--- config.mk ---
export PLATFORM = sky130hd
export DESIGN_NAME = csc_weigh
export DESIGN_NICKNAME = d
export VERILOG_FILES = /design/src/hw/rtl/csc_pkg.sv /design/src/hw/rtl/csc_weigh.sv
export SDC_FILE = /design/constraint.sdc
export NUM_CORES = 1
export LEC_CHECK = 0
export BUFFER_PORTS_ARGS = -buffer_cell sky130_fd_sc_hd__buf_2
export CAP_MARGIN = 20
export CORE_MARGIN = 4
export CORE_UTILIZATION = 58
export DETAILED_ROUTE_END_ITERATION = 7
export MAX_ROUTING_LAYER = met4
export PLACE_DENSITY = 0.81
export SYNTH_ARGS = -nofsm -noshare
export SYNTH_HDL_FRONTEND = slang
export SYNTH_SLANG_ARGS = --single-unit
--- constraint.sdc ---
create_clock -name aclk -period 6.2 [get_ports aclk]
set_input_delay 1.24 -clock aclk [delete_from_list [all_inputs] [get_ports aclk]]
set_output_delay 1.24 -clock aclk [all_outputs]
set_load 0.05 [all_outputs]
--- src/hw/rtl/csc_pkg.sv ---
// shared types, codes and constants of the color space pixel converter
package csc_pkg;

    localparam int TABLE_DEPTH_DEFAULT = 256;

    // luminance weights, unsigned q0.16, summing to 65536
    localparam logic [15:0] WEIGHT_R = 16'd19595;
    localparam logic [15:0] WEIGHT_G = 16'd38470;
    localparam logic [15:0] WEIGHT_B = 16'd7471;

    localparam int PROD_W = 24;

    // operation codes
    localparam logic OP_LOAD    = 1'b0;
    localparam logic OP_CONVERT = 1'b1;

    // source space codes
    localparam logic [1:0] SPACE_GRAY = 2'd0;
    localparam logic [1:0] SPACE_RGB  = 2'd1;
    localparam logic [1:0] SPACE_CMYK = 2'd2;

    // configuration register indexes
    localparam int CFG_INDEX_W = 1;
    localparam int CFG_DATA_W  = 2;
    localparam logic [CFG_INDEX_W-1:0] CFG_SOURCE_SPACE = 1'b0;
    localparam logic [CFG_INDEX_W-1:0] CFG_INDEXED_MODE = 1'b1;

    typedef struct packed {
        logic        operation;
        logic [7:0]  entry_address;
        logic [31:0] entry_data;
        logic [7:0]  comp0;
        logic [7:0]  comp1;
        logic [7:0]  comp2;
        logic [7:0]  comp3;
    } pixel_in_t;

    typedef struct packed {
        logic [7:0] gray;
        logic [7:0] red;
        logic [7:0] green;
        logic [7:0] blue;
        logic [7:0] cyan;
        logic [7:0] magenta;
        logic [7:0] yellow;
        logic [7:0] black;
    } pixel_out_t;

    // weighted products and raw components after the multiply stage
    typedef struct packed {
        logic [PROD_W-1:0] prod0;
        logic [PROD_W-1:0] prod1;
        logic [PROD_W-1:0] prod2;
        logic [3:0][7:0]   comp;
        logic [7:0]        peak;
    } weigh_t;

endpackage

--- src/hw/rtl/csc_weigh.sv ---
// multiply stage: luminance weight products and channel maximum
module csc_weigh import csc_pkg::*; (
    input  logic            aclk,
    input  logic            en,
    input  logic [3:0][7:0] comp,
    output weigh_t          weigh
);

    weigh_t     weigh_reg;
    weigh_t     weigh_next;
    logic [7:0] peak01;

    always_comb begin
        peak01            = (comp[1] > comp[0]) ? comp[1] : comp[0];
        weigh_next.prod0  = PROD_W'(WEIGHT_R * comp[0]);
        weigh_next.prod1  = PROD_W'(WEIGHT_G * comp[1]);
        weigh_next.prod2  = PROD_W'(WEIGHT_B * comp[2]);
        weigh_next.comp   = comp;
        weigh_next.peak   = (comp[2] > peak01) ? comp[2] : peak01;
    end

    always_ff @(posedge aclk) begin
        if (en) begin
            weigh_reg <= weigh_next;
        end
    end

    assign weigh = weigh_reg;

endmodule

# Yosys cells after proc, flatten, opt, wreduce, memory -nomap -nowiden
# Index checks and enable logic that the tools add are counted.
# totals
register_bits	107
latchBits	0
mem_bits_rw	0
mem_bits_ro	0
input_bits	34
out_inout_bits	112
word_cells	15
n_memories	0
# op_classes
add_sub_neg	0
multipliers	3
n_div	0
n_lt_le_gt_ge	2
n_eq_ne	0
shifts	0
mux	2
n_bitwise	0
n_reduce_logical	0
# op_table
operator	count
multiplier 15 x 8 -> 23 bit (first input constant)	2
multiplier 13 x 8 -> 21 bit (first input constant)	1
> comparator 8 bit	2
2-to-1 mux 8 bit	2

# Depth between registers and ports, before layout
# Gate-level depths: netlist of the first run.
# logic_depth
ltp_word	4
mapped_depth	14
ltp_nobuf	14

# Least setup slack after synthesis of the first run
# Ideal clock, no wire load.
# synth_path
path_type	input port to flip-flop
from	input port comp[21] (netlist bit)
to	register weigh_reg (netlist bit weigh[54]), data pin
setup_time_ns	0.260
t_arrival_ns	4.790
t_required_ns	5.940
setup_slack_ns	1.150
path_stages	13
n_path_buf	0
cell_sequence	fa_1 > inv_1 > fa_1 > inv_1 > fa_1 > fa_1 > ha_1 > and3_4 > and3_1 > a221o_2 > a21o_1 > a21oi_2 > xnor2_1
# synth_lines
element	line	rtl
start: declaration	csc_weigh.sv:5	input logic [3:0][7:0] comp,
end signal: assignment	csc_weigh.sv:24	weigh_reg <= weigh_next;
end: declaration	csc_weigh.sv:9	weigh_t weigh_reg;

==> results of run 1 <==
## through the flow
step,area (sq um),total power [W]
3_3_place_gp,10300,0.00354
6_report,10600,0.00419
5_1_grt,10600,0.00449
3_5_place_dp,10300,0.00359
2_1_floorplan,9420,0.00308
4_1_cts,10600,0.00421
## routing by layer
metal	share of wire [%]	GRT usage (%)	vias up	wire length, microns
met5	0	-	-	0
met1	42	27.7	3056	8150
li1	-	-	3171	-
met4	2.2	6.61	0	426
met2	50	37.9	191	9520
met3	5.7	3.75	37	1090
## kinds of logic after synthesis
kind of cell	synth area share [%]
xor gates and xnor gates	4.66
adders and majority gates	39.0
AOI/OAI and AO/OA	9.77
buffers and inverters	6.52
other	0.0399
DFF	33.2
and+or+nand+nor	5.04
muxes	1.72
## cells in the mapped netlist (3+ instances only)
cell	count
o22ai_1	3
a31oi_1	6
nor3_1	7
buf_4	8
o21bai_1	8
xor2_1	17
and3_1	6
a21o_1	12
edfxtp_1	104
o21a_1	5
inv_1	145
nand3_1	11
nand4_1	4
a21oi_1	41
nor2_1	24
o211ai_1	3
o21ai_0	27
nand2b_1	3
ha_1	194
nand2_1	33
mux2i_1	15
xnor2_1	33
nor2b_1	6
a211oi_1	4
fa_1	62
## where the power goes
part           switching (W)  total, W  internal, W
clock               0.000278  0.000597     0.000319
sequential         0.0000416   0.00111      0.00107
combinational        0.00166   0.00248     0.000829
total                0.00197   0.00419      0.00221
## cell usage in the layout, fill, tap and decap left out, drive strengths merged, types with 3 or more instances in the layout
master	synthesis	final
nor3	7	7
fa	62	62
a211oi	4	4
clkinv	0	3
a21boi	3	3
mux2i	15	15
nand2	33	33
o31ai	3	3
o21ai	27	27
buf	9	141
nor2b	6	6
a31oi	6	6
a21o	13	13
o22ai	4	4
nand2b	3	3
a21oi	43	43
o21bai	8	8
o211ai	3	3
o21a	5	5
xnor2	33	33
nor2	24	24
conb	1	5
nand4	4	4
xor2	17	17
clkbuf	1	10
inv	145	147
nand3	11	11
ha	194	194
edfxtp	104	104
and3	7	7
## final timing paths
path,cells after the start,endpoint,slack [ns],from
max,14,weigh[60],1.13,comp[21]
min,1,weigh[32],1.04,comp[24]
## final cells by class
| class | instances | share of cell area, % |
|---|---|---|
| Timing Repair Buffer | 141 | 6.68 |
| Multi-Input combinational cell | 567 | 53.4 |
| Clock inverter | 6 | 0.718 |
| Tap cell | 216 | 2.54 |
| Clock buffer | 10 | 2.15 |
| Sequential cell | 104 | 29.4 |
| Inverter | 145 | 5.12 |
## critical path, cell delays in order
cell and delay [ns]:
buf_2 0.16, fa_1 0.63, inv_1 0.07, fa_1 0.48, inv_1 0.06, fa_1 0.44, fa_1 0.47, ha_1 0.38
a21o_1 0.20, a21o_1 0.18, a221o_2 0.42, nand3_1 0.16, o21ai_0 0.13, xnor2_1 0.15
==> impl_metrics.ini, run 1 <==
[place]
hpwl_mm = 15.4
dp_slack_ns = 0.768
place.gp.congestion = 0.890
io_buffer_count = 140
dp.cells = 1173

[run_status]
outcome = complete, no violations

[synthesis]
synth_edf_count = 104
yosys-top-cells-area = edfxtp_1, ha_1, fa_1, inv_1, xnor2_1
yosysUniqueCellTypes = 57
yosysWarnings = 0
syn_area_sq_um = 9400
synth-main-ff-cell = edfxtp_1
synth_top_area_share_pct = 33.2
synth_top_cell_by_area = edfxtp_1
synthCells = 822
synth.avg_cell_area_sq_um = 11.4
async_reset_ff_share_pct = 0
yosysSeqAreaShare_pct = 33.2
ys_seq_elements = 104

[die]
die_x_microns = 135
die_h_microns = 135
core_area_sq_um = 15900
start_util_pct = 59.2
core.rowCount = 46
ioPinCount = 146
fp.dieArea_sq_um = 18300

[timing]
fin_crit_sh_pct = 81.7
worstMarginPinSlew_ns = 0.790
hold_viol_final = 0
clock.fmax_ghz = 0.197
relSlewSlack_pct = 47.3
fin_ws_ns = 1.13
setup_viol = 0
finalSetupTns_ns = 0
rsz0062_at_grt = no
final-max-slew-violation-count = 0
whs_ns = 1.04
period_needed_ns = 5.07

[finish]
layout-drive-gt1-share_pct = 17.0
final-seq-area_sq_um = 3120
final_cells = 1189
nFillCells = 1213
n_antenna_cell = 0
syn_to_final_growth_pct = 13.1
nNetsFinal = 1258
utilization_pct = 66.9
multiInputGateArea_sq_um = 5680
largest_reg_flops = 104

[global_routing]
antenna_found_initial = 0
grt_pass1_vias = 6510
grt.total_usage_pct = 22.3
grt_max_degree = 64
grt_pass1_wl_mm = 31.5
grt_overflow_total = 0

[critical_path]
critPathKind = input port to flop
required_ns = 6.32
critPathCaptureType = flop
cp-start-kind = input port
worstPathMaxFanout = 8
worstPathArrival_ns = 5.18

[power_and_ir_drop]
power.leakage_nw = 5.32
power.density_nw_per_um2 = 394
irDropWorstVdd_uv = 297

[cts]
clockBufferDepth = 2
cts_max_level = 3
ctsResizeCount = 0
cts_hold_buffers = 0
post_cts_buffers = 0
cts_buffers = 9
cts_tree = built
clk_pin_slew_ns = 0.08
clock_sinks = 104
cts-root-buf = clkbuf_16

[worst_hold_path]
holdCritPathClass = input port to flop

[drt]
first_iter_violations = 366
dr.pass1.iters = 5
remaining_drc_errors = 0
post_drt_wl_per_cell_microns = 16.1
ant_nets = 0
vias_per_cell = 5.43
drt-total-wl_mm = 19.2
vias = 6455

[run]
maxCapViolCount = 0
(Power assumes the default switching activity.)
==> run 2: changes to the inputs <==
Settings changed: CORE_UTILIZATION 58 to 53, PLACE_DENSITY 0.81 to 0.78.
Clock period 6.2 ns to 4.2 ns, I/O delays scaled along.
==> run 2 against run 1 <==
- the flow now finishes with violations (negative setup slack)
- cell count up 11%
- sequential cell count is the same
- cell area is 11% higher
- via count is 6.8% higher
- non-clock buffer count increased by 126
- clock-buffer cell count fell by 1
- power is 62% higher
- highest routed layer unchanged
==> impl_metrics.ini, run 2 (synthesized netlist as in run 1, its figures left out) <==
[finish]
layout_commonest_cell = ha_1
largest_reg_flops = 104
final_cell_mix = ha_1, inv_1, buf_2, buf_4, edfxtp_1
multiInputGateArea_sq_um = 5840
syn_to_final_growth_pct = 25.3
layout-drive-gt1-share_pct = 29.2
n_antenna_cell = 0
utilization_pct = 67.9
final_cells = 1324
final-seq-area_sq_um = 3120
nFillCells = 1335
nNetsFinal = 1384

[place]
place.gp.congestion = 0.903
hpwl_mm = 16.9
dp.cells = 1308
io_buffer_count = 140
dp_slack_ns = -0.508

[critical_path]
critPathKind = input port to flop
critPathMaxStageDelay_ns = 0.59
crit_buf_inv = 3
worstPathMaxFanout = 3
cp-start-kind = input port
path_cells = buf_8 -> fa_2 -> inv_2 -> fa_2 -> inv_2 -> fa_2 -> fa_1 -> ha_4 -> a21o_1 -> a21o_1 -> a221o_2 -> a21o_1 -> a21oi_2 -> xnor2_1
required_ns = 4.32
critPathCaptureType = flop
worstPathArrival_ns = 4.33
crit_family = adder cells
slowest_stage = fa_2

[run_status]
violations = negative setup slack
outcome = finished, violations left

[drt]
remaining_drc_errors = 0
drt-total-wl_mm = 20.9
first_iter_violations = 233
dr.pass1.iters = 5
vias_per_cell = 5.20
ant_nets = 0
post_drt_wl_per_cell_microns = 15.8
vias = 6891

[cts]
clk_pin_slew_ns = 0.08
cts_max_level = 3
clock_sinks = 104
cts-root-buf = clkbuf_16
cts_tree = built
cts_hold_buffers = 0
cts_buffers = 9
clockBufferDepth = 2

[timing]
rsz0062_at_grt = yes
clock.fmax_ghz = 0.238
fin_crit_sh_pct = 100
relSlewSlack_pct = 62.4
period_needed_ns = 4.21
worstMarginPinSlew_ns = 0.565
hold_viol_final = 0
final-max-slew-violation-count = 0
whs_ns = 0.651
setup_viol = 1
fin_ws_ns = -0.00950

[power_and_ir_drop]
power.density_nw_per_um2 = 578
total_power_w = 0.00681
power.leakage_nw = 5.95
irDropWorstVdd_uv = 469

[die]
die_x_microns = 141
core_area_sq_um = 17400
die_h_microns = 141
fp.dieArea_sq_um = 19900
core.rowCount = 48
start_util_pct = 54.2
ioPinCount = 146

[worst_hold_path]
holdPathStages = 1
holdCritPathClass = input port to flop
min_from = comp[28]
holdPathEnd = weigh[36]

[global_routing]
grt_pass1_vias = 7128
grt_overflow_total = 0
antenna_found_initial = 0
grt.total_usage_pct = 22.1
grt_max_degree = 105
grt_pass1_wl_mm = 34.1

[run]
maxCapViolCount = 0
run 2: what timing repair did:
action / CTS / global route
resized for setup: 6 / 25
buffers inserted: 0 / 0
endpoints found under the setup margin: 7 / 14
pin swaps: 2 / 13
run 2: worst max-delay path by stage:
stage,from,to,cells past startpoint
6_report,comp[23],weigh[54],14
5_1_grt,comp[23],weigh[55],16
4_1_cts,comp[14],weigh[84],13
3_5_place_dp,comp[23],weigh[60],14
3_3_place_gp,comp[23],weigh[60],14
2_1_floorplan,comp[23],weigh[54],13
run 2: power by group:
| part | leakage, nW | internal [W] | switching, W | total, W |
|---|---|---|---|---|
| clock network | 0.150 | 0.000427 | 0.000440 | 0.000867 |
| registers | 1.02 | 0.00157 | 0.0000619 | 0.00164 |
| logic | 4.78 | 0.00169 | 0.00261 | 0.00430 |
| total | 5.95 | 0.00369 | 0.00311 | 0.00681 |
run 2: metrics by stage:
| step | TNS, ns | area, sq um |
|---|---|---|
| 4_1_cts | -0.00741 | 11700 |
| 2_1_floorplan | -0.831 | 9450 |
| 5_1_grt | -0.528 | 11800 |
| 3_5_place_dp | -6.63 | 11300 |
| 6_report | -0.00950 | 11800 |
| 3_3_place_gp | -5.57 | 11300 |
run 2: layout make-up:
type	instances	area share (%)
multi-input cells	567	49.6
flip-flops and latches	104	26.5
repair buffers	267	14.3
inverters	145	4.62
well taps	225	2.39
clock buffers	9	1.91
clock inverters	7	0.690
run 2: layer usage:
metal	wire length, microns	track usage, %
met5	0	-
met4	635	9.54
met3	842	2.68
met2	10300	36.6
met1	9040	27.5
==> run 3: changes to the inputs <==
Settings changed: SETUP_SLACK_MARGIN from default to 0.02.
==> run 3 against run 2 <==
- the flow still finishes with violations (negative setup slack)
- non-clock buffer count is 3 higher
- combinational power grew 1%
- hold slack got worse by 0.00052 ns
- clock power grew 5.4%
- cell count up 0.23%
- sequential power hardly changed
- routed wire length grew 2.1%
- utilization grew 0.079 points
- largest power group unchanged
- maximum frequency is 1.5% lower
- power is 1.5% higher
- sequential cell count did not move
==> impl_metrics.ini, run 3 (synthesized netlist as in run 1, its figures left out) <==
[global_routing]
grt.total_usage_pct = 23.0
grt_pass1_wl_mm = 35.4
grt_overflow_total = 0
grt_pass1_vias = 7175
antenna_found_initial = 0
grt_max_degree = 49

[power_and_ir_drop]
total_power_w = 0.00691
power.density_nw_per_um2 = 586
irDropWorstVdd_uv = 472
power.leakage_nw = 5.95
p_int_w = 0.00378
pwr-share-comb_pct = 63.0
p_switching_w = 0.00313
seq_power_share_pct = 23.8
p_sw_share_pct = 45.3
clockPowerShare_pct = 13.2

[drt]
first_iter_violations = 279
remaining_drc_errors = 0
vias = 6921
dr.pass1.iters = 4
post_drt_wl_per_cell_microns = 16.0
drt-total-wl_mm = 21.3
vias_per_cell = 5.22
ant_nets = 0

[cts]
cts_tree = built
cts_hold_buffers = 0
cts_max_level = 3
clk_pin_slew_ns = 0.08
clockBufferDepth = 2
cts_buffers = 9
clock_sinks = 104
cts-root-buf = clkbuf_16

[critical_path]
worstPathArrival_ns = 4.38
slowest_stage = fa_1
crit_buf_inv = 4
required_ns = 4.31
worstPathMaxFanout = 3
cp-start-kind = input port
critPathKind = input port to flop
crit_family = adder cells
path_cells = buf_8 -> fa_2 -> inv_2 -> fa_2 -> inv_1 -> fa_1 -> fa_1 -> ha_4 -> and3_4 -> and3_4 -> a221o_2 -> buf_6 -> nand3_4 -> o31ai_2 -> xor2_1
critPathCaptureType = flop
critPathMaxStageDelay_ns = 0.60

[place]
placed_cell_area_sq_um = 11400
dp.cells = 1307
io_buffer_count = 140
place.gp.congestion = 0.942
dp_slack_ns = -0.486
hpwl_mm = 17.4

[finish]
syn_to_final_growth_pct = 25.5
layout_commonest_cell = ha_1
design_area_sq_um = 11800
final_cell_mix = ha_1, inv_1, buf_2, buf_4, edfxtp_1
n_antenna_cell = 0
layout-drive-gt1-share_pct = 29.4
largest_reg_flops = 104
nNetsFinal = 1387
nFillCells = 1310
multiInputGateArea_sq_um = 5830
final-seq-area_sq_um = 3120
final_cells = 1327

[die]
fp.dieArea_sq_um = 19900
ioPinCount = 146
core.rowCount = 48
start_util_pct = 54.2
core_area_sq_um = 17400
die_h_microns = 141
die_x_microns = 141

[timing]
worstMarginPinSlew_ns = 0.681
finalSetupTns_ns = -0.284
fin_crit_sh_pct = 102
fin_ws_ns = -0.0744
final-max-slew-violation-count = 0
rsz0062_at_grt = yes
setup_viol = 5
relSlewSlack_pct = 54.6
hold_viol_final = 0
period_needed_ns = 4.27
clock.fmax_ghz = 0.234

[run_status]
violations = negative setup slack
outcome = finished, violations left

[worst_hold_path]
holdCritPathClass = input port to flop

[run]
maxCapViolCount = 0
[run 3: cell count changes in the layout (fill, tap and decap cells not counted), sizes merged]
cell / delta
clkinvlp: +1
clkinv: -2
buf: +3
bufinv: +1
[run 3: what timing repair did]
action,in CTS,in global routing
gates resized for setup,10,17
setup buffers,1,3
setup endpoints to repair,6,13
pin swaps,4,6
[run 3: per-stage QoR]
| step | hold slack (ns) | util [%] |
|---|---|---|
| final | 0.650 | 67.9 |
| after global routing | 0.637 | 67.9 |
| after CTS | 0.637 | 67.5 |
| after detailed placement | 1.02 | 65.4 |
| after global placement | 1.02 | 65.4 |
| after floorplan | 0.939 | - |
[run 3: worst paths after layout]
path / startpoint / endpoint / depth (start not counted)
worst min-delay path: comp[24] / weigh[32] / 1
worst max-delay path: comp[23] / weigh[58] / 15
[run 3: power by group through the flow]
stage	sequential, W	combinational (W)	clock, W
floorplan	0.00266	0.00195	0
global placement	0.00166	0.00413	0
detailed placement	0.00167	0.00422	0
CTS	0.00165	0.00429	0.000943
global route	0.00167	0.00476	0.000978
finish	0.00164	0.00435	0.000914
[run 3: final cells by class]
cell class                      count  area share, %
Clock buffer                        9           1.91
Clock inverter                      7          0.774
Inverter                          145           4.61
Multi-Input combinational cell    567           49.4
Sequential cell                   104           26.5
Tap cell                          225           2.39
Timing Repair Buffer              270           14.4
[run 3: per-layer routing]
layer	vias to the layer above	global-route usage, %	share of wire (%)
met5	-	-	0
met1	3319	29.9	44
met2	157	38.7	50
met4	0	5.10	1.5
met3	23	2.88	4.3
li1	3422	-	-
