## src/hw/rtl/csc_pkg.sv

```systemverilog
// shared types, codes and constants of the color space pixel converter
package csc_pkg;

    localparam int TABLE_DEPTH_DEFAULT = 256;

    // luminance weights, unsigned q0.16, summing to 65536
    localparam logic [15:0] WEIGHT_R = 16'd19595;
    localparam logic [15:0] WEIGHT_G = 16'd38470;
    localparam logic [15:0] WEIGHT_B = 16'd7471;

    localparam int PROD_W = 24;

    // operation codes
    localparam logic OP_LOAD    = 1'b0;
    localparam logic OP_CONVERT = 1'b1;

    // source space codes
    localparam logic [1:0] SPACE_GRAY = 2'd0;
    localparam logic [1:0] SPACE_RGB  = 2'd1;
    localparam logic [1:0] SPACE_CMYK = 2'd2;

    // configuration register indexes
    localparam int CFG_INDEX_W = 1;
    localparam int CFG_DATA_W  = 2;
    localparam logic [CFG_INDEX_W-1:0] CFG_SOURCE_SPACE = 1'b0;
    localparam logic [CFG_INDEX_W-1:0] CFG_INDEXED_MODE = 1'b1;

    typedef struct packed {
        logic        operation;
        logic [7:0]  entry_address;
        logic [31:0] entry_data;
        logic [7:0]  comp0;
        logic [7:0]  comp1;
        logic [7:0]  comp2;
        logic [7:0]  comp3;
    } pixel_in_t;

    typedef struct packed {
        logic [7:0] gray;
        logic [7:0] red;
        logic [7:0] green;
        logic [7:0] blue;
        logic [7:0] cyan;
        logic [7:0] magenta;
        logic [7:0] yellow;
        logic [7:0] black;
    } pixel_out_t;

    // weighted products and raw components after the multiply stage
    typedef struct packed {
        logic [PROD_W-1:0] prod0;
        logic [PROD_W-1:0] prod1;
        logic [PROD_W-1:0] prod2;
        logic [3:0][7:0]   comp;
        logic [7:0]        peak;
    } weigh_t;

endpackage

```

## src/hw/rtl/csc_mix.sv

```systemverilog
// output stage logic: luminance sum and per-space gray, rgb and cmyk forms
module csc_mix import csc_pkg::*; (
    input  weigh_t     weigh,
    input  logic [1:0] source_space,
    output pixel_out_t pixel
);

    function automatic logic [7:0] sub_from_white(input logic [8:0] v);
        logic [8:0] diff;
        begin
            diff = 9'd255 - v;
            sub_from_white = (v >= 9'd255) ? 8'd0 : diff[7:0];
        end
    endfunction

    logic [PROD_W:0] luma_sum;
    logic [7:0]      luma;
    logic [7:0]      c0;
    logic [7:0]      c1;
    logic [7:0]      c2;
    logic [7:0]      c3;

    always_comb begin
        c0       = weigh.comp[0];
        c1       = weigh.comp[1];
        c2       = weigh.comp[2];
        c3       = weigh.comp[3];
        luma_sum = {1'b0, weigh.prod0} + {1'b0, weigh.prod1} + {1'b0, weigh.prod2};
        luma     = luma_sum[PROD_W-1:PROD_W-8];

        unique case (source_space)
            SPACE_RGB: begin
                pixel.gray    = luma;
                pixel.red     = c0;
                pixel.green   = c1;
                pixel.blue    = c2;
                pixel.black   = ~weigh.peak;
                pixel.cyan    = weigh.peak - c0;
                pixel.magenta = weigh.peak - c1;
                pixel.yellow  = weigh.peak - c2;
            end
            SPACE_CMYK: begin
                pixel.gray    = sub_from_white({1'b0, c3} + {1'b0, luma});
                pixel.red     = sub_from_white({1'b0, c0} + {1'b0, c3});
                pixel.green   = sub_from_white({1'b0, c1} + {1'b0, c3});
                pixel.blue    = sub_from_white({1'b0, c2} + {1'b0, c3});
                pixel.cyan    = c0;
                pixel.magenta = c1;
                pixel.yellow  = c2;
                pixel.black   = c3;
            end
            default: begin
                // gray source, and the unused space code
                pixel.gray    = c0;
                pixel.red     = c0;
                pixel.green   = c0;
                pixel.blue    = c0;
                pixel.cyan    = 8'd0;
                pixel.magenta = 8'd0;
                pixel.yellow  = 8'd0;
                pixel.black   = ~c0;
            end
        endcase
    end

endmodule

```

## config.mk

```make
export PLATFORM = sky130hd
export DESIGN_NAME = csc_mix
export DESIGN_NICKNAME = d
export VERILOG_FILES = /design/src/hw/rtl/csc_pkg.sv /design/src/hw/rtl/csc_mix.sv
export SDC_FILE = /design/constraint.sdc
export NUM_CORES = 1
export LEC_CHECK = 0
export ABC_AREA = 0
export BUFFER_PORTS_ARGS = -buffer_cell sky130_fd_sc_hd__buf_2
export CORE_MARGIN = 3
export CORE_UTILIZATION = 51
export DETAILED_ROUTE_END_ITERATION = 10
export PLACE_DENSITY = 0.85
export RECOVER_POWER = 25
export SYNTH_ARGS = -nofsm -noshare
export SYNTH_HDL_FRONTEND = slang
export SYNTH_SLANG_ARGS = --single-unit
```

## constraint.sdc

```tcl
create_clock -name vclk -period 6.2
set_clock_uncertainty 0.1 [all_clocks]
set_input_delay 0.62 -clock vclk [all_inputs]
set_output_delay 0.62 -clock vclk [all_outputs]
set_load 0.01 [all_outputs]
```

Word level (Yosys, flattened, before mapping)
Index checks and enable logic that the tools add are counted.

word-level totals
  register bits after elaboration = 0
  output and inout bits = 64
  logic and storage cells = 26
  input port bits = 114

cells by class
  mux-type cells = 5
  equal/unequal tests = 2
  bitwise operators = 2
  order comparisons = 4
  $add $sub $neg = 13

operator list
  operator             number
  $pmux 64 s2          1
  $add 24x24->24       2
  $add 8x8->9          4
  $ge 9x8->1 const B   4
  $mux 8               4
  $sub 8x8->8 const A  4
  $sub 8x8->8          3
  $not 8->8            2
  $eq 2x1->1 const B   1
  $eq 2x2->1 const B   1

Longest topological paths before layout
Gate-level depths: netlist of run 1.

  depth after elaboration = 6
  gate-level depth with buffers = 18
  mapped depth without buffers = 18

Least setup slack after synthesis of run 1
OpenSTA, ideal clock, no wires.

  path kind = in2out
  from = input port weigh[43] (netlist name)
  to = output port pixel[61] (netlist name)
  slack = 1,146 ps
  arrival = 4,334 ps
  stages on the path = 17
  required time = 5,480 ps
  path through = inv_1 > fa_1 > inv_1 > ha_1 > nor2b_1 > a32o_1 > a41o_1 > a211o_1 > a221o_1 > xor2_1 > ha_1 > o21ai_0 > o21ai_1 > a21oi_1 > o21ai_0 > nor2_1 > a211o_1

RTL lines
  what         line          RTL
  from (decl)  csc_mix.sv:3  input weigh_t weigh,
  to (decl)    csc_mix.sv:5  output pixel_out_t pixel

==> results of run 1 <==
[layer usage]
| metal | up-vias | GRT usage | routed length [microns] |
|---|---|---|---|
| met2 | 268 | 0.502 | 6860 |
| li1 | 2403 | - | - |
| met5 | - | 0 | 0 |
| met4 | 0 | 0.0659 | 306 |
| met3 | 36 | 0.0404 | 1230 |
| met1 | 2366 | 0.373 | 5890 |
[logic make-up after synthesis]
kind of cell,after synthesis,share of synthesized area
buffers and inverters,63,0.0563
adders and majority gates,106,0.368
and+or+nand+nor,136,0.151
AOI/OAI and AO/OA,210,0.327
muxes,4,0.00984
xor gates and xnor gates,42,0.0876
[stage by stage]
stage	total power [mW]	instance area, sq um	setup slack [ns]
3_3_place_gp	0.740	5170	0.614
2_1_floorplan	0.542	4200	1.15
4_1_cts	0.770	5170	0.504
5_1_grt	0.864	5160	0.154
6_report	0.778	5160	0.462
3_5_place_dp	0.764	5170	0.521
[worst max-delay path, cell delays in order]
cell and delay [ns]:
buf_2 0.08, inv_1 0.05, fa_1 0.52, inv_1 0.04, ha_1 0.29, nor2b_1 0.15, a32o_1 0.30, a41o_1 0.24
a211o_1 0.32, a221o_1 0.34, xor2_1 0.16, ha_1 0.34, o21ai_0 0.12, o21ai_1 0.17, a21oi_1 0.10, o21ai_0 0.60
o21ai_0 0.23, a21o_1 0.20, buf_2 0.14
[worst paths after layout]
check	start	to	slack (ns)	depth (start not counted)
hold / removal	weigh[13]	pixel[53]	1.50	4
setup / recovery	weigh[43]	pixel[60]	0.46	19
[cell type report]
cell class	instances	area share
timing repair buffer	180	0.172
inverter	48	0.0349
tap	102	0.0247
multi-input combinational	498	0.768
[power groups by stage]
stage | Sequential (mW) | Clock, mW | Combinational (mW)
detailed placement | 0 | 0 | 0.764
CTS | 0 | 0 | 0.770
finish | 0 | 0 | 0.778
floorplan | 0 | 0 | 0.542
global placement | 0 | 0 | 0.740
global route | 0 | 0 | 0.864
[layout by cell type, fill, tap and decap left out, drive strengths merged, types with 4 or more instances in the layout]
cell,Yosys,final
a211oi,10,10
o41ai,4,4
a21oi,37,37
nand2b,6,6
clkbuf,14,12
xnor2,25,25
buf,1,168
xor2,17,17
o221ai,10,10
nand4,7,7
nor2b,7,7
a22o,4,4
a211o,4,4
and2,6,6
o22ai,16,16
nand2,40,40
ha,77,77
inv,48,48
o21ai,56,56
a21o,31,31
fa,29,29
nor3,9,9
and3,4,4
o21a,8,8
o21bai,7,7
a221oi,7,7
nor2,47,47
==> impl_metrics.prom, run 1 <==
# TYPE chip_impl_metric gauge
chip_impl_metric{name="drt_pass1_iterations",unit=""} 5
chip_impl_metric{name="post-route-drc-count",unit=""} 0
chip_impl_metric{name="cts_repair_resize_count",unit=""} 0
chip_impl_metric{name="gp_congestion",unit=""} 0.958
chip_impl_metric{name="leakagePower",unit="nW"} 2.75
chip_impl_metric{name="placeableCoreArea",unit="sq um"} 7850
chip_impl_metric{name="setup_viol_count_final",unit=""} 0
chip_impl_info{name="outcome",value="finished with violations"} 1
chip_impl_metric{name="syn-num-nets",unit=""} 781
chip_impl_metric{name="wire_per_inst",unit="microns"} 17.2
chip_impl_metric{name="p_seq_frac",unit=""} 0
chip_impl_metric{name="initial_core_utilization",unit=""} 0.535
chip_impl_metric{name="globalRouteTotalUtil",unit=""} 0.287
chip_impl_metric{name="synth_cell_type_count",unit=""} 46
chip_impl_info{name="yosysMostFrequentCell",value="ha_1"} 1
chip_impl_metric{name="cts_post_setup_buffers_inserted",unit=""} 0
chip_impl_metric{name="height_of_the_die",unit="microns"} 96.7
chip_impl_metric{name="p_sw_frac",unit=""} 0.567
chip_impl_metric{name="p_switching",unit="mW"} 0.441
chip_impl_metric{name="measured_slew_at_the_worst_slew_check_pin",unit="ns"} 1.54
chip_impl_metric{name="hold_buffers",unit=""} 0
chip_impl_metric{name="fillers",unit=""} 717
chip_impl_metric{name="first_pass_grt_wire_length",unit="microns"} 22900
chip_impl_metric{name="slew-limit-headroom",unit=""} -0.0251
chip_impl_metric{name="max_clock_freq",unit="MHz"} 174
chip_impl_metric{name="antennaDiodeCount",unit=""} 0
chip_impl_metric{name="place.detailed.hpwl",unit="microns"} 12000
chip_impl_metric{name="cap_violations",unit=""} 1
chip_impl_metric{name="top_level_ports",unit=""} 178
chip_impl_metric{name="numPlacedInstances",unit=""} 828
chip_impl_metric{name="ant_nets",unit=""} 0
chip_impl_info{name="end_kind",value="primary output"} 1
chip_impl_info{name="synth.top_cells.by_count",value="ha_1, inv_1, nor2_1"} 1
chip_impl_metric{name="post_synth_inst_count",unit=""} 561
chip_impl_metric{name="multiInputGateArea",unit="sq um"} 3960
chip_impl_metric{name="number_of_hold_slack_violations_in_the_final_timing_report",unit=""} 0
chip_impl_metric{name="yosysSeqAreaShare",unit=""} 0
chip_impl_metric{name="fin_util",unit=""} 0.657
chip_impl_metric{name="initialDrtViolationCount",unit=""} 381
chip_impl_info{name="grt_setup_unrepaired",value="false"} 1
chip_impl_metric{name="n_clock_buffer",unit=""} 0
chip_impl_metric{name="synth-warning-count",unit=""} 0
chip_impl_metric{name="finalWorstPathRequiredPeriod",unit="ns"} 5.74
chip_impl_metric{name="synthDominantCellAreaShare",unit=""} 0.230
chip_impl_metric{name="io_buffer_count",unit=""} 178
chip_impl_metric{name="detail_route.wirelength",unit="microns"} 14300
chip_impl_metric{name="grt_overflow",unit=""} 0
chip_impl_info{name="cell_taking_the_most_area_after_synthesis",value="ha_1"} 1
chip_impl_metric{name="irDropWorstVdd",unit="V"} 0.000103
chip_impl_info{name="hold_path_class",value="in -> out"} 1
chip_impl_metric{name="hold_slack",unit="ns"} 1.50
chip_impl_metric{name="antenna_found_initial",unit=""} 0
chip_impl_metric{name="first_global_vias",unit=""} 4974
chip_impl_info{name="synth.top_cells.by_area",value="ha_1, fa_1, a21o_1, xnor2_1, a21oi_1"} 1
chip_impl_metric{name="critPathMaxFanout",unit=""} 7
chip_impl_info{name="criticalPathCategory",value="in -> out"} 1
chip_impl_metric{name="grt_start_max_net_pins",unit=""} 35
chip_impl_metric{name="layout_worst_path_cycle_share",unit=""} 0.926
chip_impl_metric{name="n_sequential_cell",unit=""} 0
chip_impl_metric{name="post_drt_via_cell_ratio",unit=""} 6.13
chip_impl_metric{name="required",unit="ns"} 5.48
chip_impl_metric{name="power_share_of_the_clock_group",unit=""} 0
chip_impl_metric{name="layout.area.seq",unit="sq um"} 0
chip_impl_metric{name="vias",unit=""} 5073
chip_impl_metric{name="synthesis.area",unit="sq um"} 4200
chip_impl_metric{name="std_cell_rows",unit=""} 32
chip_impl_metric{name="final_cells",unit=""} 828
chip_impl_metric{name="critPathArrivalTime",unit="ns"} 5.02
chip_impl_metric{name="postSynthAreaPerCell",unit="sq um"} 7.48
chip_impl_metric{name="drive_above_1_share",unit=""} 0.236
chip_impl_metric{name="power_per_cell_area",unit="nW/um^2"} 151
chip_impl_metric{name="die_width",unit="microns"} 96.7
chip_impl_metric{name="internal_power",unit="mW"} 0.337
chip_impl_metric{name="slew_viol_final",unit=""} 35
chip_impl_metric{name="floorplan_die_area",unit="sq um"} 9360
chip_impl_metric{name="final_nets",unit=""} 948
chip_impl_metric{name="layout_overhead_on_the_synthesized_area",unit="%"} 22.9
chip_impl_info{name="timing.critical_path.from_type",value="input pin"} 1
chip_impl_metric{name="totalNegativeSetupSlack",unit="ns"} 0
chip_impl_metric{name="p_comb_frac",unit=""} 1.000
chip_impl_info{name="violations",value="max-capacitance violations, max-slew violations"} 1
No activity file was read; power rests on OpenSTA's default activity.
==> inputs of run 2 (changes only) <==
==> constraint.sdc (replaced) <==
create_clock -name vclk -period 6.2
set_clock_uncertainty 0.1 [all_clocks]
set_input_delay 0.62 -clock vclk [all_inputs]
set_output_delay 0.62 -clock vclk [all_outputs]
set_load 0.005 [all_outputs]
==> run 2 against run 1 <==
Compared with the run above:
- the run still ends with max-capacitance violations, max-slew violations left
- sequential cell count stayed put
- first-iteration DRC count is 1.6% higher
- fmax is 0.18% lower
- critical endpoint is now pixel[57]
- utilization hardly changed
- global-route usage is 0.35 points lower
- combinational power is 2.7% lower
- die area stayed put
==> impl_metrics.prom, run 2 (synthesis results as in run 1) <==
# TYPE chip_impl_metric gauge
chip_impl_metric{name="totalNegativeSetupSlack",unit="ns"} 0
chip_impl_metric{name="slew-limit-headroom",unit=""} -0.0154
chip_impl_metric{name="antennaDiodeCount",unit=""} 0
chip_impl_metric{name="detail_route.wirelength",unit="microns"} 14200
chip_impl_metric{name="critPathMaxFanout",unit=""} 7
chip_impl_metric{name="measured_slew_at_the_worst_slew_check_pin",unit="ns"} 1.52
chip_impl_metric{name="slew_viol_final",unit=""} 35
chip_impl_metric{name="n_clock_buffer",unit=""} 0
chip_impl_metric{name="final_nets",unit=""} 948
chip_impl_metric{name="initial_core_utilization",unit=""} 0.535
chip_impl_metric{name="vias",unit=""} 5104
chip_impl_metric{name="floorplan_die_area",unit="sq um"} 9360
chip_impl_metric{name="fillers",unit=""} 720
chip_impl_metric{name="cap_violations",unit=""} 1
chip_impl_info{name="timing.critical_path.from_type",value="input pin"} 1
chip_impl_metric{name="grt_start_max_net_pins",unit=""} 35
chip_impl_metric{name="initialDrtViolationCount",unit=""} 387
chip_impl_info{name="layout_commonest_cell",value="buf_2"} 1
chip_impl_info{name="grt_setup_unrepaired",value="false"} 1
chip_impl_metric{name="height_of_the_die",unit="microns"} 96.7
chip_impl_metric{name="required",unit="ns"} 5.48
chip_impl_metric{name="power_per_cell_area",unit="nW/um^2"} 147
chip_impl_metric{name="numPlacedInstances",unit=""} 828
chip_impl_metric{name="antenna_found_initial",unit=""} 0
chip_impl_metric{name="layout_worst_path_cycle_share",unit=""} 0.927
chip_impl_info{name="violations",value="max-capacitance violations, max-slew violations"} 1
chip_impl_metric{name="grt_overflow",unit=""} 0
chip_impl_metric{name="drt_pass1_iterations",unit=""} 5
chip_impl_info{name="criticalPathCategory",value="in -> out"} 1
chip_impl_metric{name="irDropWorstVdd",unit="V"} 0.000103
chip_impl_metric{name="layout.area.seq",unit="sq um"} 0
chip_impl_metric{name="io_buffer_count",unit=""} 178
chip_impl_info{name="layout_common_cells",value="buf_2, ha_1, nor2_1, inv_1, nand2_1"} 1
chip_impl_metric{name="first_pass_grt_wire_length",unit="microns"} 22800
chip_impl_metric{name="n_sequential_cell",unit=""} 0
chip_impl_metric{name="ant_nets",unit=""} 0
chip_impl_metric{name="hold_buffers",unit=""} 0
chip_impl_info{name="end_kind",value="primary output"} 1
chip_impl_metric{name="finalWorstPathRequiredPeriod",unit="ns"} 5.75
chip_impl_metric{name="placeableCoreArea",unit="sq um"} 7850
chip_impl_metric{name="place.detailed.hpwl",unit="microns"} 12000
chip_impl_metric{name="number_of_hold_slack_violations_in_the_final_timing_report",unit=""} 0
chip_impl_metric{name="top_level_ports",unit=""} 178
chip_impl_info{name="hold_path_class",value="in -> out"} 1
chip_impl_metric{name="wire_per_inst",unit="microns"} 17.1
chip_impl_metric{name="post-route-drc-count",unit=""} 0
chip_impl_metric{name="setup_viol_count_final",unit=""} 0
chip_impl_metric{name="leakagePower",unit="nW"} 2.75
chip_impl_metric{name="die_width",unit="microns"} 96.7
chip_impl_metric{name="critPathArrivalTime",unit="ns"} 5.03
chip_impl_metric{name="cts_repair_resize_count",unit=""} 0
chip_impl_info{name="outcome",value="finished with violations"} 1
chip_impl_info{name="setup.worst_path.start",value="weigh[43]"} 1
chip_impl_metric{name="globalRouteTotalUtil",unit=""} 0.283
chip_impl_metric{name="post_drt_via_cell_ratio",unit=""} 6.16
chip_impl_metric{name="cts_post_setup_buffers_inserted",unit=""} 0
chip_impl_metric{name="final_cells",unit=""} 828
chip_impl_metric{name="gp_congestion",unit=""} 0.964
chip_impl_metric{name="layout_overhead_on_the_synthesized_area",unit="%"} 22.9
chip_impl_metric{name="drive_above_1_share",unit=""} 0.238
chip_impl_metric{name="std_cell_rows",unit=""} 32
chip_impl_metric{name="max_clock_freq",unit="MHz"} 174
chip_impl_info{name="cp-endpoint",value="pixel[57]"} 1
chip_impl_metric{name="first_global_vias",unit=""} 4899
-- run 2: power breakdown --
| part | internal [mW] | switching, mW |
|---|---|---|
| Sequential | 0 | 0 |
| Combinational | 0.336 | 0.421 |
| Clock | 0 | 0 |
| Total | 0.336 | 0.421 |
-- run 2: per-layer routing --
metal | up-vias | wire length, microns | global-route usage
met2 | 292 | 6800 | 0.500
li1 | 2405 | - | -
met1 | 2370 | 5670 | 0.376
met4 | 0 | 342 | 0.0551
met3 | 37 | 1380 | 0.0281
met5 | - | 0 | 0
-- run 2: critical path, cell delays in order --
cell     delay, ns
buf_2         0.08
inv_1         0.04
fa_1          0.53
inv_1         0.04
ha_1          0.29
nor2b_1       0.15
a32o_1        0.29
a41o_1        0.24
a211o_1       0.31
a221o_1       0.34
xor2_1        0.16
ha_1          0.34
o21ai_0       0.13
o21ai_1       0.17
a21oi_1       0.10
o21ai_0       0.65
nor2_1        0.08
a221o_1       0.32
buf_2         0.14
-- run 2: through the flow --
stage                     power, mW  utilization  hold WS (ns)  worst slack, ns  instance area, sq um
after floorplan               0.522            -          1.20             1.18                  4200
after global placement        0.720        0.659          1.48            0.628                  5170
after detailed placement      0.745        0.659          1.49            0.496                  5170
after CTS                     0.750        0.659          1.49            0.488                  5170
after global routing          0.841        0.658          1.51            0.196                  5160
final                         0.757        0.658          1.49            0.451                  5160
-- run 2: layout make-up --
type	instances	area [sq um]	share of cell area
multi-input cells	498	3960	0.768
repair buffers	180	891	0.173
well taps	102	128	0.0247
inverters	48	180	0.0349
-- run 2: worst min-delay path by stage --
| stage | startpoint | to | slack [ns] | cells after the start |
|---|---|---|---|---|
| after global placement | weigh[13] | pixel[53] | 1.48 | 4 |
| after CTS | weigh[31] | pixel[15] | 1.49 | 3 |
| after floorplan | weigh[8] | pixel[0] | 1.20 | 1 |
| after detailed placement | weigh[13] | pixel[53] | 1.49 | 4 |
| final | weigh[14] | pixel[6] | 1.49 | 3 |
| after global routing | weigh[31] | pixel[15] | 1.51 | 3 |
==> inputs of run 3 (changes only) <==
--- a/config.mk
+++ b/config.mk
@@ -6,7 +6,7 @@
 export NUM_CORES = 1
 export LEC_CHECK = 0
 export ABC_AREA = 0
-export BUFFER_PORTS_ARGS = -buffer_cell sky130_fd_sc_hd__buf_2
+export BUFFER_PORTS_ARGS = -buffer_cell sky130_fd_sc_hd__clkbuf_2
 export CORE_MARGIN = 3
 export CORE_UTILIZATION = 51
 export DETAILED_ROUTE_END_ITERATION = 10
==> run 3 against run 2 <==
Compared with the run above:
- the run still ends with max-capacitance violations, max-slew violations left
- utilization is essentially flat
- die area unchanged
- combinational power hardly changed
- non-clock buffer count unchanged
- sequential cell count stayed put
- routed wire length is 0.63% lower
- fmax barely moved
- total power hardly changed
- first-iteration DRC count is 1.0% lower
- critical path type unchanged
==> impl_metrics.prom, run 3 (synthesis results as in run 1) <==
# TYPE chip_impl_metric gauge
chip_impl_metric{name="setup_viol_count_final",unit=""} 0
chip_impl_metric{name="required",unit="ns"} 5.48
chip_impl_metric{name="slew-limit-headroom",unit=""} -0.0249
chip_impl_metric{name="first_global_vias",unit=""} 4810
chip_impl_info{name="layout_common_cells",value="clkbuf_2, ha_1, nor2_1, inv_1, nand2_1"} 1
chip_impl_metric{name="multiInputGateArea",unit="sq um"} 3960
chip_impl_info{name="end_kind",value="primary output"} 1
chip_impl_info{name="layout_commonest_cell",value="clkbuf_2"} 1
chip_impl_metric{name="grt_start_max_net_pins",unit=""} 35
chip_impl_metric{name="max_clock_freq",unit="MHz"} 174
chip_impl_info{name="timing.critical_path.from_type",value="input pin"} 1
chip_impl_metric{name="n_clock_buffer",unit=""} 0
chip_impl_info{name="worst_hold_path.endpoint",value="pixel[53]"} 1
chip_impl_metric{name="initialDrtViolationCount",unit=""} 383
chip_impl_metric{name="p_seq_frac",unit=""} 0
chip_impl_metric{name="internal_power",unit="mW"} 0.336
chip_impl_metric{name="cts_post_setup_buffers_inserted",unit=""} 0
chip_impl_metric{name="critPathArrivalTime",unit="ns"} 5.03
chip_impl_info{name="timing.hold.worst.start",value="weigh[13]"} 1
chip_impl_metric{name="measured_slew_at_the_worst_slew_check_pin",unit="ns"} 1.54
chip_impl_metric{name="die_width",unit="microns"} 96.7
chip_impl_metric{name="number_of_hold_slack_violations_in_the_final_timing_report",unit=""} 0
chip_impl_info{name="violations",value="max-capacitance violations, max-slew violations"} 1
chip_impl_metric{name="layout_worst_path_cycle_share",unit=""} 0.928
chip_impl_metric{name="grt_overflow",unit=""} 0
chip_impl_metric{name="ant_nets",unit=""} 0
chip_impl_metric{name="cap_violations",unit=""} 1
chip_impl_metric{name="placeableCoreArea",unit="sq um"} 7850
chip_impl_metric{name="p_switching",unit="mW"} 0.421
chip_impl_metric{name="initial_core_utilization",unit=""} 0.535
chip_impl_metric{name="wire_per_inst",unit="microns"} 17.0
chip_impl_metric{name="finalWorstPathRequiredPeriod",unit="ns"} 5.75
chip_impl_metric{name="drt_pass1_iterations",unit=""} 5
chip_impl_metric{name="totalNegativeSetupSlack",unit="ns"} 0
chip_impl_metric{name="hold_slack",unit="ns"} 1.48
chip_impl_metric{name="std_cell_rows",unit=""} 32
chip_impl_metric{name="globalRouteTotalUtil",unit=""} 0.280
chip_impl_metric{name="gp_congestion",unit=""} 0.971
chip_impl_metric{name="io_buffer_count",unit=""} 178
chip_impl_metric{name="power_per_cell_area",unit="nW/um^2"} 147
chip_impl_metric{name="finalPower",unit="mW"} 0.757
chip_impl_metric{name="floorplan_die_area",unit="sq um"} 9360
chip_impl_info{name="grt_setup_unrepaired",value="false"} 1
chip_impl_info{name="hold_path_class",value="in -> out"} 1
chip_impl_metric{name="antenna_found_initial",unit=""} 0
chip_impl_metric{name="hold_buffers",unit=""} 0
chip_impl_metric{name="drive_above_1_share",unit=""} 0.241
chip_impl_metric{name="slew_viol_final",unit=""} 35
chip_impl_metric{name="antennaDiodeCount",unit=""} 0
chip_impl_metric{name="final_nets",unit=""} 948
chip_impl_metric{name="post-route-drc-count",unit=""} 0
chip_impl_metric{name="hold-path-cell-count",unit=""} 4
chip_impl_metric{name="setup_ws",unit="ns"} 0.449
chip_impl_metric{name="fillers",unit=""} 722
chip_impl_metric{name="place_ws",unit="ns"} 0.548
chip_impl_metric{name="post_drt_via_cell_ratio",unit=""} 6.12
chip_impl_info{name="criticalPathCategory",value="in -> out"} 1
chip_impl_metric{name="leakagePower",unit="nW"} 2.76
chip_impl_metric{name="detail_route.wirelength",unit="microns"} 14100
chip_impl_metric{name="place.detailed.hpwl",unit="microns"} 11800
chip_impl_metric{name="irDropWorstVdd",unit="V"} 0.000109
chip_impl_metric{name="first_pass_grt_wire_length",unit="microns"} 22500
chip_impl_metric{name="top_level_ports",unit=""} 178
chip_impl_metric{name="p_sw_frac",unit=""} 0.557
chip_impl_metric{name="critPathMaxFanout",unit=""} 7
chip_impl_metric{name="cts_repair_resize_count",unit=""} 0
chip_impl_info{name="outcome",value="finished with violations"} 1
chip_impl_metric{name="n_sequential_cell",unit=""} 0
chip_impl_metric{name="layout_overhead_on_the_synthesized_area",unit="%"} 23.0
chip_impl_metric{name="p_comb_frac",unit=""} 1.000
chip_impl_metric{name="power_share_of_the_clock_group",unit=""} 0
chip_impl_metric{name="height_of_the_die",unit="microns"} 96.7
chip_impl_metric{name="layout.area.seq",unit="sq um"} 0
chip_impl_metric{name="vias",unit=""} 5065
-- run 3: power by group through the flow --
stage	sequential (mW)	combinational, mW	clock (mW)
2_1_floorplan	0	0.522	0
3_3_place_gp	0	0.722	0
3_5_place_dp	0	0.742	0
4_1_cts	0	0.748	0
5_1_grt	0	0.840	0
6_report	0	0.757	0
-- run 3: through the flow --
stage | utilization | cells | cell area (sq um)
2_1_floorplan | - | 561 | 4200
6_report | 0.658 | 828 | 5160
4_1_cts | 0.659 | 828 | 5170
3_5_place_dp | 0.659 | 828 | 5170
5_1_grt | 0.658 | 828 | 5160
3_3_place_gp | 0.659 | 828 | 5170
-- run 3: per-layer routing --
layer	vias to the layer above	wire length, microns	GRT usage
li1	2409	-	-
met1	2350	5860	0.381
met2	275	6690	0.480
met3	31	1280	0.0317
met4	0	272	0.0551
met5	-	0	0
-- run 3: cell type report --
type,count,area share
Inverter,48,0.0349
Timing Repair Buffer,180,0.173
Multi-Input combinational cell,498,0.767
Tap cell,102,0.0247
-- run 3: worst max-delay path, cell delays in order --
cell and delay [ns]:
clkbuf_2 0.08, inv_1 0.04, fa_1 0.53, inv_1 0.04, ha_1 0.29, nor2b_1 0.15, a32o_1 0.28, a41o_1 0.24
a211o_1 0.32, a221o_1 0.34, xor2_1 0.16, ha_1 0.35, o21ai_0 0.13, o21ai_1 0.18, a21oi_1 0.11, o21ai_0 0.62
o21ai_0 0.23, a21o_1 0.21, clkbuf_2 0.11
-- run 3: worst max-delay path by stage --
stage,to,depth (start not counted),start
6_report,pixel[59],19,weigh[43]
3_5_place_dp,pixel[60],19,weigh[43]
5_1_grt,pixel[60],19,weigh[43]
3_3_place_gp,pixel[57],19,weigh[43]
2_1_floorplan,pixel[61],17,weigh[43]
4_1_cts,pixel[60],19,weigh[43]
